## src/sv/mtg_pkg.sv

```systemverilog
`timescale 1ns / 1ps

package mtg_pkg;

	// table geometry
	localparam int TABLE_WORDS  = 624;
	localparam int TWIST_OFFSET = 397;
	localparam int IDX_W        = 10;

	// index of the last table word and the wrap point of the far read
	localparam logic [IDX_W-1:0] LAST_IDX  = IDX_W'(TABLE_WORDS - 1);
	localparam logic [IDX_W-1:0] FAR_WRAP  = IDX_W'(TABLE_WORDS - TWIST_OFFSET);
	localparam logic [IDX_W-1:0] FAR_STEP  = IDX_W'(TWIST_OFFSET);

	// seeding LCG: one word takes two steps, folded into a single jump
	localparam logic [31:0] LCG_MUL      = 32'd69069;
	localparam logic [31:0] LCG_MUL2     = 32'(64'(69069) * 64'(69069));
	localparam logic [31:0] LCG_ADD2     = 32'd69070;
	localparam logic [31:0] DEFAULT_SEED = 32'd4357;

	localparam logic [31:0] TWIST_MATRIX = 32'h9908B0DF;
	localparam logic [31:0] TEMPER_B     = 32'h9D2C5680;
	localparam logic [31:0] TEMPER_C     = 32'hEFC60000;
	localparam logic [31:0] HIGH_HALF    = 32'hFFFF0000;

	localparam logic OP_DRAW = 1'b0;
	localparam logic OP_SEED = 1'b1;

	typedef enum logic [1:0] {
		ST_IDLE,
		ST_FILL,
		ST_ISSUE,
		ST_DRAW
	} mtg_state_t;

	// controller to datapath
	typedef struct packed {
		logic fill_start;
		logic fill_default;
		logic fill_step;
		logic draw_issue;
		logic draw_commit;
	} mtg_cmd_t;

	// datapath to controller
	typedef struct packed {
		logic fill_last;
		logic need_reseed;
		logic out_busy;
	} mtg_sts_t;

	function automatic logic [31:0] temper(input logic [31:0] v);
		logic [31:0] t;
		t = v ^ (v >> 11);
		t = t ^ ((t << 7) & TEMPER_B);
		t = t ^ ((t << 15) & TEMPER_C);
		t = t ^ (t >> 18);
		return t;
	endfunction

endpackage

```

## src/sv/mtg_ctrl.sv

```systemverilog
`timescale 1ns / 1ps

module mtg_ctrl (
	input  logic              clk,
	input  logic              arst_n,
	input  logic              in_valid,
	input  logic              opcode,
	output logic              in_stall,
	input  mtg_pkg::mtg_sts_t sts,
	output mtg_pkg::mtg_cmd_t cmd
);

	mtg_pkg::mtg_state_t state_q, state_d;
	logic                pend_q, pend_d;

	// hold state and the pending-draw flag
	always_ff @(posedge clk or negedge arst_n) begin
		if (!arst_n) begin
			state_q <= mtg_pkg::ST_IDLE;
			pend_q  <= 1'b0;
		end else begin
			state_q <= state_d;
			pend_q  <= pend_d;
		end
	end

	// next state and commands
	always_comb begin
		state_d  = state_q;
		pend_d   = pend_q;
		cmd      = '0;
		in_stall = 1'b1;
		unique case (state_q)
			mtg_pkg::ST_IDLE: begin
				in_stall = 1'b0;
				if (in_valid) begin
					if (opcode == mtg_pkg::OP_SEED) begin
						cmd.fill_start = 1'b1;
						pend_d         = 1'b0;
						state_d        = mtg_pkg::ST_FILL;
					end else if (sts.need_reseed) begin
						cmd.fill_start   = 1'b1;
						cmd.fill_default = 1'b1;
						pend_d           = 1'b1;
						state_d          = mtg_pkg::ST_FILL;
					end else begin
						cmd.draw_issue = 1'b1;
						state_d        = mtg_pkg::ST_DRAW;
					end
				end
			end
			mtg_pkg::ST_FILL: begin
				cmd.fill_step = 1'b1;
				if (sts.fill_last) begin
					state_d = pend_q ? mtg_pkg::ST_ISSUE : mtg_pkg::ST_IDLE;
					pend_d  = 1'b0;
				end
			end
			mtg_pkg::ST_ISSUE: begin
				cmd.draw_issue = 1'b1;
				state_d        = mtg_pkg::ST_DRAW;
			end
			mtg_pkg::ST_DRAW: begin
				if (!sts.out_busy) begin
					cmd.draw_commit = 1'b1;
					state_d         = mtg_pkg::ST_IDLE;
				end
			end
			default: state_d = mtg_pkg::ST_IDLE;
		endcase
	end

	// a draw that forced a reseed goes on to read once the fill ends
	a_pend_to_issue: assert property (@(posedge clk) disable iff (!arst_n)
		(state_q == mtg_pkg::ST_FILL && sts.fill_last && pend_q)
		|=> (state_q == mtg_pkg::ST_ISSUE))
		else $error("pending draw lost after reseed fill");

	// reads are issued only from idle or the issue state
	a_issue_src: assert property (@(posedge clk) disable iff (!arst_n)
		cmd.draw_issue |-> (state_q == mtg_pkg::ST_IDLE || state_q == mtg_pkg::ST_ISSUE))
		else $error("read issued from wrong state");

endmodule

```

## config.mk

```make
export PLATFORM = sky130hd
export DESIGN_NAME = mtg_ctrl
export DESIGN_NICKNAME = d
export VERILOG_FILES = /design/src/sv/mtg_pkg.sv /design/src/sv/mtg_ctrl.sv
export SDC_FILE = /design/constraint.sdc
export NUM_CORES = 1
export LEC_CHECK = 0
export ABC_AREA = 1
export BUFFER_PORTS_ARGS = -buffer_cell sky130_fd_sc_hd__buf_2
export CAP_MARGIN = 25
export CORE_AREA = 2 2 39 41
export DETAILED_ROUTE_END_ITERATION = 12
export DIE_AREA = 0 0 41 43
export HOLD_SLACK_MARGIN = 0.08
export SLEW_MARGIN = 20
export SYNTH_ARGS = -nofsm -noshare
export SYNTH_HDL_FRONTEND = slang
export SYNTH_SLANG_ARGS = --single-unit
```

## constraint.sdc

```tcl
create_clock -name clk -period 1.9 [get_ports clk]
set_clock_uncertainty 0.2 [all_clocks]
set_input_delay 0.285 -clock clk [delete_from_list [all_inputs] [get_ports clk]]
set_output_delay 0.285 -clock clk [all_outputs]
set_load 0.1 [all_outputs]
```

==> flow_metrics.tcl <==
set metrics [dict create \
    status "finished clean" \
    finalHoldViolCount 0 \
    tightest_slew_ps 484 \
    syn2layout_area_growth_pct 89.2 \
    crit_path_max_incr_delay_ps 470 \
    cp.arrival_ps 1360 \
    worstPathCellList "inv_1 -> a21oi_1 -> buf_12" \
    initial_core_util 0.167 \
    ctsHtreeMaxLevel 1 \
    slew_viol_final 0 \
    synth_edf_count 0 \
    rsz0062_at_grt "true" \
    viasPerCell 3.79 \
    fillCellCount 152 \
    wire_per_inst_um 7.79 \
    multi_input_area_um2 146 \
    setup_viol 0 \
    cts_buffers 3 \
    antenna_found_initial 0 \
    fp.dieW_um 41 \
    final_area_um2 438 \
    syn_nets 44 \
    synth.area.top_cells "dfrtp_1, inv_1, nand2_1, nand3_1, nor4_2" \
    crit_required_ps 1410 \
    overflow 0 \
    clk_pin_slew_worst_paths_ps 40 \
    slowest_stage "dfrtp_1" \
    die_height_um 43 \
    cts_buffer_depth 2 \
    cp-start-kind "flip-flop" \
    num_vias 265 \
    rows 14 \
    synthDistinctLibCells 11 \
    post_cts_buffers 0 \
    initialDrtViolationCount 2 \
    syn_area_um2 231 \
    worstPathMaxFanout 6 \
    track_usage 0.0876 \
    synth_ff_type "dfrtp_1" \
    async_flop_share 1.00 \
    seq_area_um2 75.1 \
    fin_crit_ps 1840 \
    synth_top_area_share 0.324 \
    final_nets 62 \
    die_area_um2 1760 \
    postPlaceCellArea_um2 394 \
    grt_pass1_vias 273 \
    ios 13 \
    wl_um 545 \
    critical_path_class "reg -> out" \
    crit_family "flip-flops" \
    dpl.hpwl_um 446 \
    fp.coreArea_um2 1380 \
    yosysWarnings 0 \
    cp_num_buf_inv 2 \
    grt_max_degree 8 \
    synth_cells 37 \
    clock_sinks 3 \
    diodes 0 \
    tritoncts "built" \
    root_buffer "clkbuf_4" \
    globalplace.congestion 0.696 \
    synthMostInstantiatedCell "inv_1" \
    clock_latency_ps 230 \
    synth_commonest_cells "inv_1, nand2_1, nand3_1, dfrtp_1, nor2_1" \
    drv_cap 0 \
    fin_crit_sh 0.970 \
    hold_class "in -> reg" \
    drc_errors 0 \
    ant_nets 0 \
    drive_gt1_frac 0.370 \
    yosysSeqAreaShare 0.324 \
    slew_headroom 0.679 \
    buffer_ports.inserted 12 \
    setup.worst_path.end_class "output pin" \
    synth_area_leader_cell "dfrtp_1" \
    grt_pass1_wl_um 1010 \
    max_clock_freq_ghz 0.542 \
    ys_seq_elements 3 \
    syn_area_per_cell_um2 6.26 \
    detail_route.first_pass.iterations 2 \
]
-- layout make-up --
type	count	area share
Timing Repair Buffer	13	0.303
Inverter	10	0.0857
Sequential cell	3	0.171
Multi-Input combinational cell	24	0.334
Tap cell	16	0.0457
Clock buffer	4	0.0600
-- layout by cell type (no fill, tap or decap) --
cell	instances
clkbuf_1	1
buf_2	7
clkbuf_4	4
nand3_2	1
nor3_4	1
nor4_4	1
nor2_1	2
nor2_2	1
nor2_4	1
o21ai_0	1
dfrtp_1	3
dlygate4sd3_1	1
inv_1	10
nand2_1	9
nand3_1	5
buf_12	4
a21oi_1	2
-- final timing paths --
check                                       startpoint                     end  slack (ps)  cells past startpoint
worst max-delay path            state_q[1]$_DFFE_PN0P_                  cmd[1]          60                      3
worst min register to register      pend_q$_DFFE_PN0P_      pend_q$_DFFE_PN0P_         350                      4
worst max register to register  state_q[1]$_DFFE_PN0P_      pend_q$_DFFE_PN0P_         670                      5
worst min-delay path                          in_valid  state_q[0]$_DFFE_PN0P_         150                      3
max in group asynchronous                       arst_n      pend_q$_DFFE_PN0P_        1220                      2
min in group asynchronous                       arst_n  state_q[1]$_DFFE_PN0P_         180                      2
-- metal layers --
layer	global-route usage	share of wire	vias to the layer above
met1	0.104	0.40	112
li1	-	-	147
met4	0.0800	0	0
met5	0	0	-
met3	0.0314	0.059	0
met2	0.116	0.54	6
-- sequential cells by signal, indices dropped and copies added, names as in the netlist --
signal and flops:
pend_q 1, state_q 2
-- per-stage QoR --
stage	worst slack [ps]	setup TNS [ps]	util	cells	hold slack, ps
floorplan	-723	-1350	-	37	-211
global placement	307	0	0.285	65	-117
detailed placement	283	0	0.285	65	-118
CTS	30.3	0	0.311	70	150
global route	-20.9	-20.9	0.316	70	170
finish	56.5	0	0.316	70	155
-- cell families (layout without fill, tap and decap cells) --
group                  Yosys count  after routing  share of synthesized area
DFF                              3              3                      0.324
buffers and inverters           10             27                      0.162
AOI/OAI and AO/OA                3              3                     0.0648
and+or+nand+nor                 21             21                      0.449
-- tightest hold or removal path, stage by stage --
cell	delay (ps)
buf_2	110
o21ai_0	80
nand3_1	70
-- what timing repair did --
item / CTS / global route
endpoints found under the hold margin: 3 / 0
endpoints found under the setup margin: 0 / 1
hold buffers: 1 / 0
resized for setup: 0 / 2
Power is left out: the tool's default activity adds up to more than one toggle a clock period on the data nets, which glitch-free logic cannot reach.
